`src/hw/rtl/mpb_pkg.sv`:
```
// Shared types and constants for the mipmap pyramid builder and sampler.
// Request and result structs, action codes, level offset helper.
// No dependencies.
package mpb_pkg;

    // address arithmetic width; the 3-bit level field bounds the pyramid below 2^16 words
    localparam int ADDR_W = 16;

    localparam logic [1:0] ACT_LOAD   = 2'd0;
    localparam logic [1:0] ACT_BUILD  = 2'd1;
    localparam logic [1:0] ACT_SAMPLE = 2'd2;

    localparam logic KIND_SAMPLE = 1'b0;
    localparam logic KIND_BUILD  = 1'b1;

    typedef struct packed {
        logic [1:0]  action;
        logic [11:0] texel_index;
        logic [31:0] texel_color;
        logic [2:0]  level;
        logic [15:0] u_frac;
        logic [15:0] v_frac;
    } req_t;

    typedef struct packed {
        logic [31:0] result_color;
        logic        result_kind;
    } rsp_t;

    // controller to datapath commands
    typedef struct packed {
        logic       load_fire;
        logic       sample_fire;
        logic       build_rd;
        logic [1:0] rd_phase;
        logic       acc_load;
        logic       acc_add;
        logic       build_wr;
        logic       build_done;
        logic [2:0] lvl;
    } mpb_cmd_t;

    // (4^L-1)/3 is the bit pattern 0101...01 with L ones
    function automatic logic [ADDR_W-1:0] level_offset(input logic [2:0] lvl);
        logic [ADDR_W-1:0] ofs;
        ofs = '0;
        for (int i = 0; i < 7; i++)
        begin
            if (i < int'(lvl))
            begin
                ofs[2*i] = 1'b1;
            end
        end
        return ofs;
    endfunction

endpackage

```
`src/hw/rtl/mpb_ctrl.sv`:
```
// Sequencer for the mipmap pyramid builder: accepts requests and walks the
// build over levels, rows, columns and the four source reads.
// Depends on mpb_pkg.
module mpb_ctrl #(
    parameter int XY_W = 5
) (
    input  logic              clk,
    input  logic              rst_n,
    input  logic              start,
    input  logic [1:0]        action,
    input  logic [2:0]        eff_top,
    output logic              busy,
    output mpb_pkg::mpb_cmd_t cmd,
    output logic [XY_W-1:0]   x,
    output logic [XY_W-1:0]   y
);
    import mpb_pkg::*;

    localparam logic [1:0] ST_IDLE = 2'd0;
    localparam logic [1:0] ST_RD   = 2'd1;
    localparam logic [1:0] ST_WR   = 2'd2;
    localparam logic [1:0] ST_DONE = 2'd3;

    logic [1:0]      state_reg, state_next;
    logic [1:0]      phase_reg, phase_next;
    logic [2:0]      lvl_reg, lvl_next;
    logic [XY_W-1:0] x_reg, x_next;
    logic [XY_W-1:0] y_reg, y_next;
    logic [XY_W:0]   wmax_full;
    logic [XY_W-1:0] wmax;
    logic            accept;

    assign accept    = start && (state_reg == ST_IDLE);
    assign wmax_full = ((XY_W+1)'(1) << lvl_reg) - (XY_W+1)'(1);
    assign wmax      = wmax_full[XY_W-1:0];

    always_comb
    begin
        state_next = state_reg;
        phase_next = phase_reg;
        lvl_next   = lvl_reg;
        x_next     = x_reg;
        y_next     = y_reg;
        unique case (state_reg)
            ST_IDLE:
            begin
                if (accept && action == ACT_BUILD)
                begin
                    x_next     = '0;
                    y_next     = '0;
                    phase_next = '0;
                    if (eff_top == 3'd0)
                    begin
                        state_next = ST_DONE;
                    end
                    else
                    begin
                        lvl_next   = eff_top - 3'd1;
                        state_next = ST_RD;
                    end
                end
            end
            ST_RD:
            begin
                phase_next = phase_reg + 2'd1;
                if (phase_reg == 2'd3)
                begin
                    state_next = ST_WR;
                end
            end
            ST_WR:
            begin
                state_next = ST_RD;
                if (x_reg == wmax)
                begin
                    x_next = '0;
                    if (y_reg == wmax)
                    begin
                        y_next = '0;
                        if (lvl_reg == 3'd0)
                        begin
                            state_next = ST_DONE;
                        end
                        else
                        begin
                            lvl_next = lvl_reg - 3'd1;
                        end
                    end
                    else
                    begin
                        y_next = y_reg + XY_W'(1);
                    end
                end
                else
                begin
                    x_next = x_reg + XY_W'(1);
                end
            end
            ST_DONE:
            begin
                state_next = ST_IDLE;
            end
            default:
            begin
                state_next = ST_IDLE;
            end
        endcase
    end

    always_ff @(posedge clk or negedge rst_n)
    begin
        if (!rst_n)
        begin
            state_reg <= ST_IDLE;
            phase_reg <= '0;
            lvl_reg   <= '0;
            x_reg     <= '0;
            y_reg     <= '0;
        end
        else
        begin
            state_reg <= state_next;
            phase_reg <= phase_next;
            lvl_reg   <= lvl_next;
            x_reg     <= x_next;
            y_reg     <= y_next;
        end
    end

    assign busy = (state_reg != ST_IDLE);
    assign x    = x_reg;
    assign y    = y_reg;

    always_comb
    begin
        cmd             = '0;
        cmd.load_fire   = accept && (action == ACT_LOAD);
        cmd.sample_fire = accept && (action == ACT_SAMPLE);
        cmd.build_rd    = (state_reg == ST_RD);
        cmd.rd_phase    = phase_reg;
        cmd.acc_load    = (state_reg == ST_RD) && (phase_reg == 2'd1);
        cmd.acc_add     = (state_reg == ST_RD) && phase_reg[1];
        cmd.build_wr    = (state_reg == ST_WR);
        cmd.build_done  = (state_reg == ST_DONE);
        cmd.lvl         = lvl_reg;
    end

    // a write always follows the fourth source read
    a_wr_after_rd: assert property (@(posedge clk) disable iff (!rst_n)
        cmd.build_wr |-> $past(cmd.build_rd && cmd.rd_phase == 2'd3))
        else $error("build write without four reads");

    a_done_idle: assert property (@(posedge clk) disable iff (!rst_n)
        cmd.build_done |=> !busy)
        else $error("build done did not release busy");

    a_build_busy: assert property (@(posedge clk) disable iff (!rst_n)
        (start && !busy && action == ACT_BUILD) |=> busy)
        else $error("build request not taken");

    a_xy_range: assert property (@(posedge clk) disable iff (!rst_n)
        busy |-> (x_reg <= wmax && y_reg <= wmax))
        else $error("build counters out of level range");

endmodule

```
`config.mk`:
```
export PLATFORM = sky130hd
export DESIGN_NAME = mpb_ctrl
export DESIGN_NICKNAME = d
export VERILOG_FILES = /design/src/hw/rtl/mpb_pkg.sv /design/src/hw/rtl/mpb_ctrl.sv
export SDC_FILE = /design/constraint.sdc
export NUM_CORES = 1
export LEC_CHECK = 0
export CORE_MARGIN = 4
export CORE_UTILIZATION = 54
export CTS_BUF_LIST = sky130_fd_sc_hd__clkbuf_8
export DETAILED_ROUTE_END_ITERATION = 16
export DONT_BUFFER_PORTS = 1
export MAX_ROUTING_LAYER = met4
export PLACE_DENSITY = 0.75
export RECOVER_POWER = 25
export SLEW_MARGIN = 20
export SYNTH_ARGS = -nofsm -noshare
export SYNTH_HDL_FRONTEND = slang
export SYNTH_SLANG_ARGS = --single-unit
```
`constraint.sdc`:
```
create_clock -name clk -period 3.6 [get_ports clk]
set_clock_uncertainty 0.15 [all_clocks]
set_input_delay 0.72 -clock clk [delete_from_list [all_inputs] [get_ports clk]]
set_output_delay 0.72 -clock clk [all_outputs]
set_load 0.005 [all_outputs]
```
Word-level counts from Yosys, hierarchy flattened

Cells that the tools add are included.

Register bits after elaboration: 17
Input bits: 8
Output and inout bits: 23

$add $sub $neg: 6
Equality and inequality tests: 15
Shifts and indexed selects: 1
Multiplexer cells: 21
Reduce and logical (&&, ||, !) cells: 18

Operators with widths:

| kind                                                   | number |
|---|---|
| 2-to-1 mux 5 bit                                       | 4 |
| one-hot mux 5 bit (2 select lines)                     | 2 |
| 2-to-1 mux 3 bit                                       | 5 |
| 2-to-1 mux 2 bit                                       | 7 |
| adder 5 x 1 -> 5 bit (second input constant)           | 2 |
| == test 5 bit                                          | 2 |
| == test 2 bit (second input constant)                  | 4 |
| inequality test 2 x 1 -> 1 bit (second input constant) | 4 |
| one-hot mux 2 bit (4 select lines)                     | 1 |
| == test 2 x 1 -> 1 bit (second input constant)         | 3 |
| logical AND 1 bit                                      | 6 |
| zero test 3 bit                                        | 2 |
| one-hot mux 3 bit (2 select lines)                     | 1 |
| AND reduction 2 bit                                    | 3 |
| AND reduction 6 bit                                    | 1 |
| nonzero test 2 bit                                     | 3 |
| subtractor 3 x 1 -> 3 bit (second input constant)      | 2 |
| left shift 1 x 3 -> 5 bit (first input constant)       | 1 |
| subtractor 5 x 2 -> 5 bit (second input constant)      | 1 |
| zero test 2 bit                                        | 2 |
| inequality test 2 bit (second input constant)          | 2 |
| one-hot mux 2 bit (2 select lines)                     | 1 |
| AND reduction 3 bit                                    | 1 |
| adder 2 x 1 -> 2 bit (second input constant)           | 1 |

Logic depth before layout (Yosys ltp)

Gate-level depths: netlist of run 1.

Depth in word-level cells: 6
Gate-level depth with buffers: 10
Mapped depth without buffers: 9

Least setup slack after synthesis of run 1

OpenSTA, ideal clock, no wires.

Path kind: flip-flop to flip-flop
Start point: register lvl_reg[1]
End point: register y_reg[2], in the netlist y[2]
Setup time: 0.090 ns
Data arrival time: 2.547 ns
Slack: 0.813 ns
Cell stages (with the launch flop): 9
Buffers on the path: 1
Clock period less this slack: 2.787 ns
Cell sequence: dfrtp_1 > or3_1 > clkbuf_8 > ha_1 > o211a_1 > nor4_1 > o2111ai_2 > a211o_1 > o221ai_1

Longest elaborated chain between the ends: 6

Ends and longest elaborated chain:

| item                               | line            | text |
|---|---|---|
| start: declaration                 | mpb_ctrl.sv:26  | `logic [2:0] lvl_reg, lvl_next;` |
| start signal: assignment           | mpb_ctrl.sv:124 | `lvl_reg <= lvl_next;` |
| left shift 1 x 3 -> 5 bit *        | mpb_ctrl.sv:34  | `assign wmax_full = ((XY_W+1)'(1) << lvl_reg) - (XY_W+1)'(1);` |
| subtractor 5 x 2 -> 5 bit *        | mpb_ctrl.sv:34  |  |
| == test 5 bit                      | mpb_ctrl.sv:77  | `if (y_reg == wmax)` |
| 2-to-1 mux 5 bit                   | mpb_ctrl.sv:77  |  |
| 2-to-1 mux 5 bit                   | mpb_ctrl.sv:74  | `if (x_reg == wmax)` |
| one-hot mux 5 bit (2 select lines) | mpb_ctrl.sv:44  | `unique case (state_reg)` |
| end signal: assignment             | mpb_ctrl.sv:126 | `y_reg <= y_next;` |
| end: declaration                   | mpb_ctrl.sv:28  | `logic [XY_W-1:0] y_reg, y_next;` |

Mark *: on every way between the ends. The rest lies on a longest branch, timed or not. The select of a mux whose other input is x is not followed.
A chain may end at the register's enable or synchronous reset.

Worst setup path in the final report of run 1

Start point: register lvl_reg[1]
End point: register y_reg[4], in the netlist y[4]

The elaborated chain is that of the path after synthesis.

==> impl_metrics.csv, run 1 <==
group,metric,value,unit
clocking,clock_path_buffers,2,
logic_synthesis,synthArstFlopShare,100,%
pwr,p_switching,0.501,mW
clocking,numCtsBuffers,3,
logic_synthesis,ys_ff_latch,17,
worst_hold_path,hold_path_class,"flop to flop",
worst_hold_path,min_to,"phase_reg[1]$_DFFE_PN0P_",
clocking,cts.sinks,17,
layout,drive_gt1_share,8.45,%
logic_synthesis,syn_area_per_cell,9.36,µm²
floorplanning,start_util,57.7,%
logic_synthesis,syn_nets,153,
floorplanning,die_area,0.00326,mm²
routing,postRouteAntennaNets,0,
pwr,vdd_ir_drop_max,0.451,mV
floorplanning,die_x,57.1,µm
logic_synthesis,synth_simple_gate_area_share,22.8,%
routing,dr.pass1.iters,4,
routing,drc,0,
logic_synthesis,synth_top_family_by_area,"simple AND/OR/NAND/NOR gates",
placed_design,dpl_cell_area,0.00129,mm²
clocking,hold_buffers,1,
routing,wirelength,2.91,mm
worst_hold_path,hold_path_depth,2,
pwr,p_int,0.585,mW
clocking,root_buffer,"clkbuf_8",
pwr,swShare,46.1,%
placed_design,place_hpwl,2.27,mm
worst_setup_path,regToRegSetupSlack,0.45,ns
sta,hold_ws,0.425,ns
floorplanning,die-height,57.1,µm
worst_hold_path,min-delay-start,"phase_reg[1]$_DFFE_PN0P_",
clocking,cts_setup_buffers,0,
pwr,p_clk_share,13.0,%
layout,antenna_cells,0,
worst_setup_path,crit_type,"flop to flop",
worst_setup_path,r2r_start,"lvl_reg[1]$_DFFE_PN0P_",
logic_synthesis,synth_edf_count,0,
global_route,antenna_found_initial,0,
sta,slew_headroom,50.8,%
placed_design,place_congestion,0.835,
worst_setup_path,worst_ep_arrival_time,3.11,ns
floorplanning,ioPinCount,31,
logic_synthesis,synth-compound-area-share,21.2,%
run_status,status,"complete, no violations",
clocking,clock_latency,0.25,ns
logic_synthesis,synth.area.mux_share,2.31,%
sta,tightest_slew,0.737,ns
worst_setup_path,cp-startpoint,"lvl_reg[1]$_DFFE_PN0P_",
sta,maxClockFrequency,318,MHz
clocking,ctsResizeCount,0,
worst_setup_path,reg2regPathDepth,7,
worst_setup_path,cp-start-kind,"flop",
layout,num-fill-cells,221,
layout,nets,157,
logic_synthesis,ys_seq_area_share,32.7,%
layout,final_area,0.00136,mm²
logic_synthesis,synth_fa_ha_area_share,5.77,%
sta,finalHoldViolCount,0,
global_route,grt_pass1_vias,1093,
global_route,grt-ovfl-total,0,
clocking,cts_tree,"built",
placed_design,numPortBuffers,0,
clocking,clkTransAtPathRegs,0.07,ns
logic_synthesis,yosys.cell_types.count,46,
pwr,power_frac_comb,49.7,%
global_route,grt_pass1_wl,5.14,mm
sta,fin_crit,3.15,ns
sta,fin_tns_setup,0,ns
sta,rsz0062_at_grt,"false",
worst_setup_path,endpoint_kind,"flop",
logic_synthesis,netlist_area,0.00130,mm²
worst_setup_path,regToRegEndpoint,"y[4]$_DFFE_PN0P_",
routing,vias_per_cell,6.59,
sta,maxSlewViolCount,0,
worst_setup_path,crit_fanout,9,
logic_synthesis,ys.flop_type,"dfrtp_1",
global_route,grt_use_total,20.1,%
pwr,leakagePower,0.577,nW
sta,period_share,87.5,%
logic_synthesis,yosysWarnings,0,
floorplanning,core_area,0.00225,mm²
routing,drt_iter0_drc,41,
floorplanning,rows,17,
worst_setup_path,required,3.56,ns
pwr,p_seq_share,37.2,%
job,drv_cap,0,
sta,setup_viol,0,
logic_synthesis,synth_xor_area_share,8.56,%
logic_synthesis,netlist_instances,139,
clocking,htreeDepth,1,
routing,vias,1121,
layout,syn_to_final_growth,4.42,%
pwr,p_per_area,799,mW/mm²
global_route,grt_max_degree,15,
layout,fin_util,60.3,%
routing,wire_per_inst,17.1,µm
[worst max-delay path, stage by stage, from the launching register on]
cell and delay (ns):
dfrtp_1 0.48, or3_1 0.53, ha_1 0.33, o211a_1 0.19, nor4_1 0.43, o2111ai_2 0.30
a21oi_1 0.43, o221ai_1 0.16
[layer usage]
metal,GRT usage [%],up-vias,share of wire [%]
met3,4.75,5,6.8
met4,4.97,0,1.1
li1,-,533,-
met2,32.1,34,49
met1,25.8,549,43
met5,-,-,0
[cell families (layout without fill, tap and decap cells)]
family                     after synthesis  after routing
buffers and inverters                   14             17
muxes                                    3              3
adders and majority gates                6              6
AOI/OAI and AO/OA                       36             36
DFF                                     17             17
and+or+nand+nor                         52             52
xor gates and xnor gates                11             11
[per-stage QoR]
step                      worst slack [ns]  cells  total power [mW]
after floorplan                      0.813    139             0.839
after global placement               0.600    164             0.918
after detailed placement             0.500    164             0.941
after CTS                            0.482    169              1.09
after global routing                 0.159    170              1.18
final                                0.451    170              1.09
[how the worst max path moves through the flow]
stage | endpoint | slack [ns] | depth (start not counted)
final | y[4]$_DFFE_PN0P_ | 0.45 | 7
after global routing | y[4]$_DFFE_PN0P_ | 0.16 | 7
after CTS | y[4]$_DFFE_PN0P_ | 0.48 | 7
after detailed placement | y[3]$_DFFE_PN0P_ | 0.50 | 7
after global placement | y[3]$_DFFE_PN0P_ | 0.60 | 7
after floorplan | y[2]$_DFFE_PN0P_ | 0.81 | 8
[power by group through the flow]
| stage | sequential (mW) | clock (mW) | combinational (mW) |
|---|---|---|---|
| after global routing | 0.424 | 0.154 | 0.603 |
| after detailed placement | 0.408 | 0 | 0.533 |
| after global placement | 0.404 | 0 | 0.514 |
| after CTS | 0.405 | 0.145 | 0.537 |
| after floorplan | 0.373 | 0 | 0.465 |
| final | 0.404 | 0.141 | 0.540 |
[layout by cell type, fill, tap and decap left out, types with 3 or more instances in the layout]
cell type  instances
o21ai_0            8
nor4_1             3
mux2i_1            3
a21oi_1            3
inv_1             11
xor2_1             4
clkbuf_8           3
ha_1               6
nand2_1           11
xnor2_1            5
nor3_1             3
nand3_1            5
nor2_1             8
dfrtp_1           17
nand2b_1           4
and2_1             3
o221ai_1           3
a31oi_1            3
[cell usage after synthesis (all sizes together), types with 3 or more instances]
cell / count / area share [%]
mux2i: 3 / 2.3
nor2: 8 / 2.3
nor4: 3 / 1.4
o221ai: 3 / 2.0
xor2: 4 / 2.7
a31oi: 3 / 1.4
nor3: 3 / 1.2
inv: 10 / 2.9
nand3: 5 / 1.9
o21ai: 8 / 3.1
ha: 6 / 5.8
dfrtp: 17 / 33
nand2b: 4 / 1.9
and2: 4 / 2.0
xnor2: 7 / 5.9
a21oi: 3 / 1.2
nand2: 11 / 3.2
[area by class of cell]
class | instances | area [µm²] | area share, %
Clock buffer | 3 | 41.3 | 3.04
Clock inverter | 1 | 3.75 | 0.276
Inverter | 10 | 37.5 | 2.76
Multi-Input combinational cell | 108 | 788 | 58.0
Sequential cell | 17 | 425 | 31.3
Tap cell | 28 | 35.0 | 2.58
Timing Repair Buffer | 3 | 27.5 | 2.03
(Power assumes the default switching activity.)
==> run 2: changes to the inputs <==
==> constraint.sdc (replaced) <==
create_clock -name clk -period 3.6 [get_ports clk]
set_clock_uncertainty 0.15 [all_clocks]
set_input_delay 0.36 -clock clk [delete_from_list [all_inputs] [get_ports clk]]
set_output_delay 0.36 -clock clk [all_outputs]
set_load 0.005 [all_outputs]
==> impl_metrics.csv, run 2 (synthesis results as in run 1) <==
group,metric,value,unit
layout,antenna_cells,0,
clocking,cts_tree,"built",
layout,drive_gt1_share,8.51,%
worst_setup_path,worst_ep_arrival_time,3.10,ns
worst_setup_path,cp-startpoint,"lvl_reg[1]$_DFFE_PN0P_",
global_route,grt_max_degree,18,
sta,maxClockFrequency,318,MHz
clocking,htreeDepth,1,
worst_setup_path,crit_end,"y[4]$_DFFE_PN0P_",
worst_setup_path,crit_type,"flop to flop",
pwr,leakagePower,0.573,nW
global_route,grt_use_total,20.0,%
worst_setup_path,cp-start-kind,"flop",
sta,slew_headroom,46.0,%
layout,final_common_cell,"dfrtp_1",
global_route,antenna_found_initial,0,
clocking,root_buffer,"clkbuf_8",
routing,drt_iter0_drc,38,
placed_design,place_congestion,0.835,
layout,final_cell_mix,"dfrtp_1 (17), nand2_1 (11), inv_1 (11), nor2_1 (8), o21ai_0 (8)",
layout,fin_util,59.8,%
routing,dr.pass1.iters,4,
sta,rsz0062_at_grt,"false",
pwr,vdd_ir_drop_max,0.455,mV
routing,vias_per_cell,6.57,
worst_hold_path,hold_path_class,"input pin to flop",
sta,tightest_slew,0.808,ns
sta,fin_tns_setup,0,ns
routing,drc,0,
sta,fin_crit,3.14,ns
worst_setup_path,reg2regPathDepth,7,
placed_design,numPortBuffers,0,
floorplanning,die-height,57.1,µm
routing,wirelength,2.94,mm
clocking,clkTransAtPathRegs,0.07,ns
global_route,grt_pass1_wl,5.11,mm
placed_design,dp_cells,164,
global_route,grt_pass1_vias,1089,
clocking,clock_path_buffers,2,
sta,setup_viol,0,
routing,vias,1111,
floorplanning,rows,17,
routing,postRouteAntennaNets,0,
clocking,ctsResizeCount,0,
worst_setup_path,endpoint_kind,"flop",
global_route,grt-ovfl-total,0,
floorplanning,die_area,0.00326,mm²
layout,syn_to_final_growth,3.65,%
worst_setup_path,regToRegEndpoint,"y[4]$_DFFE_PN0P_",
clocking,clock_latency,0.25,ns
layout,num-fill-cells,222,
worst_setup_path,critPathSlowestCell,"or3_1",
worst_setup_path,regToRegSetupSlack,0.46,ns
sta,finalWorstSetupSlack,0.459,ns
sta,maxSlewViolCount,0,
pwr,p_per_area,805,mW/mm²
sta,period_share,87.2,%
clocking,numCtsBuffers,3,
floorplanning,core_area,0.00225,mm²
placed_design,place_hpwl,2.27,mm
sta,finalHoldViolCount,0,
floorplanning,start_util,57.7,%
placed_design,place_ws,0.500,ns
worst_hold_path,hold_path_depth,3,
routing,wire_per_inst,17.4,µm
worst_setup_path,cpPeakStageDelay,0.53,ns
worst_setup_path,crit_fanout,9,
worst_setup_path,r2r_start,"lvl_reg[1]$_DFFE_PN0P_",
floorplanning,ioPinCount,31,
floorplanning,die_x,57.1,µm
worst_setup_path,path_cells,"or3_1 -> ha_1 -> o211a_1 -> nor4_1 -> o2111ai_2 -> a21oi_1 -> o221ai_1",
clocking,cts.sinks,17,
layout,layout.cells.non_filler,169,
layout,nets,156,
layout,final_area,0.00135,mm²
worst_setup_path,required,3.56,ns
run_status,status,"complete, no violations",
placed_design,dpl_cell_area,0.00129,mm²
job,drv_cap,0,
run 2: worst min path at each step:
stage | startpoint | endpoint | slack (ns)
floorplan | rst_n | lvl_reg[0]$_DFFE_PN0P_ | -0.09
global placement | rst_n | lvl_reg[0]$_DFFE_PN0P_ | -0.09
detailed placement | rst_n | lvl_reg[0]$_DFFE_PN0P_ | -0.09
CTS | eff_top[0] | lvl_reg[0]$_DFFE_PN0P_ | 0.24
global route | eff_top[0] | lvl_reg[0]$_DFFE_PN0P_ | 0.26
finish | eff_top[0] | lvl_reg[0]$_DFFE_PN0P_ | 0.24
run 2: worst max-delay path, delay by kind of cell, from the launching register on:
kind            cells  cell delay, ns
simple gates        2            0.96
fa+ha+maj           1            0.33
flops               1            0.48
compound gates      4            1.08
run 2: power breakdown:
part           internal (mW)  switching, mW  leakage, nW
Clock                 0.0757         0.0656       0.0269
Sequential             0.267          0.137        0.220
Combinational          0.241          0.299        0.326
Total                  0.584          0.502        0.573
run 2: timing repair:
item / 4_1_cts / 5_1_grt
setup buffers: 0 / 0
hold buffers: 1 / 0
endpoints found under the hold margin: 17 / 0
run 2: layer usage:
layer / share of wire, % / track usage (%)
met1: 43 / 25.6
met2: 50 / 32.0
met3: 6.8 / 4.75
met4: 1.1 / 4.97
met5: 0 / -
run 2: per-stage QoR:
stage	total power, mW	hold WS, ns
6_report	1.09	0.242
5_1_grt	1.18	0.263
4_1_cts	1.09	0.243
3_5_place_dp	0.941	-0.0851
3_3_place_gp	0.918	-0.0852
2_1_floorplan	0.839	-0.0856
run 2: final cells by class:
class	instances	area (µm²)	share of cell area, %
multi-input cells	108	788	58.4
clock buffers	3	41.3	3.06
inverters	10	37.5	2.78
well taps	28	35.0	2.60
flip-flops and latches	17	425	31.5
clock inverters	1	3.75	0.278
repair buffers	2	17.5	1.30
==> run 3: changes to the inputs <==
Settings changed: CORE_ASPECT_RATIO set to 0.75.
==> impl_metrics.csv, run 3 (synthesis results as in run 1) <==
group,metric,value,unit
run_status,status,"complete, no violations",
layout,final_area,0.00136,mm²
floorplanning,core_area,0.00229,mm²
sta,period_share,87.8,%
placed_design,place_congestion,0.883,
layout,antenna_cells,0,
worst_setup_path,worst_ep_arrival_time,3.19,ns
routing,vias,1107,
layout,fin_util,59.4,%
global_route,grt_pass1_vias,1006,
layout,final_cell_mix,"dfrtp_1 (17), nand2_1 (11), inv_1 (10), nor2_1 (8), o21ai_0 (8)",
routing,highest_layer,"met4",
floorplanning,start_util,56.8,%
worst_hold_path,hold_path_class,"input pin to flop",
worst_setup_path,crit_fanout,9,
sta,fin_crit,3.16,ns
routing,vias_per_cell,6.33,
routing,routed-wl-met3,232,µm
global_route,grt_max_degree,18,
placed_design,dpl_cell_area,0.00130,mm²
worst_setup_path,cp-start-kind,"flop",
sta,rsz0062_at_grt,"false",
pwr,leakagePower,0.568,nW
floorplanning,rows,15,
floorplanning,die_x,64.7,µm
clocking,clock_latency,0.26,ns
routing,wirelength,3.01,mm
clocking,ctsResizeCount,0,
clocking,hold_buffers,1,
worst_setup_path,endpoint_kind,"flop",
routing,drc,0,
layout,nets,156,
sta,tightest_slew,0.796,ns
routing,wire_per_inst,17.2,µm
layout,num-fill-cells,201,
floorplanning,die-height,50.5,µm
floorplanning,die_area,0.00327,mm²
sta,fin_tns_setup,0,ns
global_route,grt_use_total,20.8,%
pwr,p_per_area,810,mW/mm²
pwr,design_power_total,1.10,mW
worst_setup_path,crit_type,"flop to flop",
pwr,vdd_ir_drop_max,0.376,mV
layout,drive_gt1_share,9.22,%
sta,slew_headroom,46.8,%
routing,dr.pass1.iters,4,
clocking,root_buffer,"clkbuf_8",
clocking,clkTransAtPathRegs,0.08,ns
clocking,cts.sinks,17,
worst_setup_path,regToRegSetupSlack,0.44,ns
clocking,clock_path_buffers,2,
placed_design,place_hpwl,2.25,mm
layout,final_common_cell,"dfrtp_1",
clocking,cts_setup_buffers,0,
sta,setup_viol,0,
routing,drt-met1-wl,1.39,mm
floorplanning,ioPinCount,31,
routing,wl_met2,1.36,mm
routing,drt_iter0_drc,117,
placed_design,numPortBuffers,0,
worst_setup_path,required,3.63,ns
global_route,grt-ovfl-total,0,
clocking,cts_tree,"built",
sta,maxClockFrequency,316,MHz
global_route,antenna_found_initial,0,
layout,syn_to_final_growth,4.52,%
global_route,grt_pass1_wl,5.09,mm
clocking,numCtsBuffers,3,
routing,postRouteAntennaNets,0,
sta,finalHoldViolCount,0,
job,drv_cap,0,
clocking,htreeDepth,1,
sta,maxSlewViolCount,0,
-- run 3: critical path, stage by stage, from the launching register on --
cell,delay (ns)
dfrtp_1,0.48
or3_1,0.54
ha_1,0.34
o211a_1,0.20
nor4_1,0.43
o2111ai_2,0.31
a211o_1,0.44
o221ai_1,0.19
-- run 3: stage by stage --
stage          std cells  worst slack [ns]  hold WS [ns]
2_1_floorplan        139             0.813       -0.0856
3_3_place_gp         170             0.627       -0.0851
3_5_place_dp         170             0.481       -0.0850
4_1_cts              175             0.457         0.225
5_1_grt              175             0.244         0.245
6_report             175             0.438         0.222
-- run 3: metal layers --
metal | GRT usage, % | up-vias
met5 | - | -
li1 | - | 528
met4 | 6.32 | 0
met2 | 28.8 | 39
met1 | 28.3 | 534
met3 | 7.83 | 6
-- run 3: path summary, 6_finish.rpt --
check | endpoint | cells past startpoint | start
worst max-delay path | y[3]$_DFFE_PN0P_ | 7 | lvl_reg[1]$_DFFE_PN0P_
worst min register to register | phase_reg[1]$_DFFE_PN0P_ | 2 | phase_reg[1]$_DFFE_PN0P_
worst max register to register | y[3]$_DFFE_PN0P_ | 7 | lvl_reg[1]$_DFFE_PN0P_
worst min-delay path | lvl_reg[0]$_DFFE_PN0P_ | 3 | eff_top[0]
max in group asynchronous | state_reg[0]$_DFFE_PN0P_ | 1 | rst_n
min in group asynchronous | lvl_reg[1]$_DFFE_PN0P_ | 1 | rst_n
-- run 3: final cells by class --
cell class	instances	area (µm²)	share of cell area, %
multi-input cells	108	788	58.0
repair buffers	2	17.5	1.29
flip-flops and latches	17	425	31.3
well taps	34	42.5	3.13
inverters	10	37.5	2.76
clock inverters	1	7.51	0.552
clock buffers	3	41.3	3.04
-- run 3: report_power, final --
| group | internal [mW] | switching [mW] |
|---|---|---|
| clock | 0.0781 | 0.0767 |
| combinational | 0.241 | 0.301 |
| sequential | 0.266 | 0.139 |
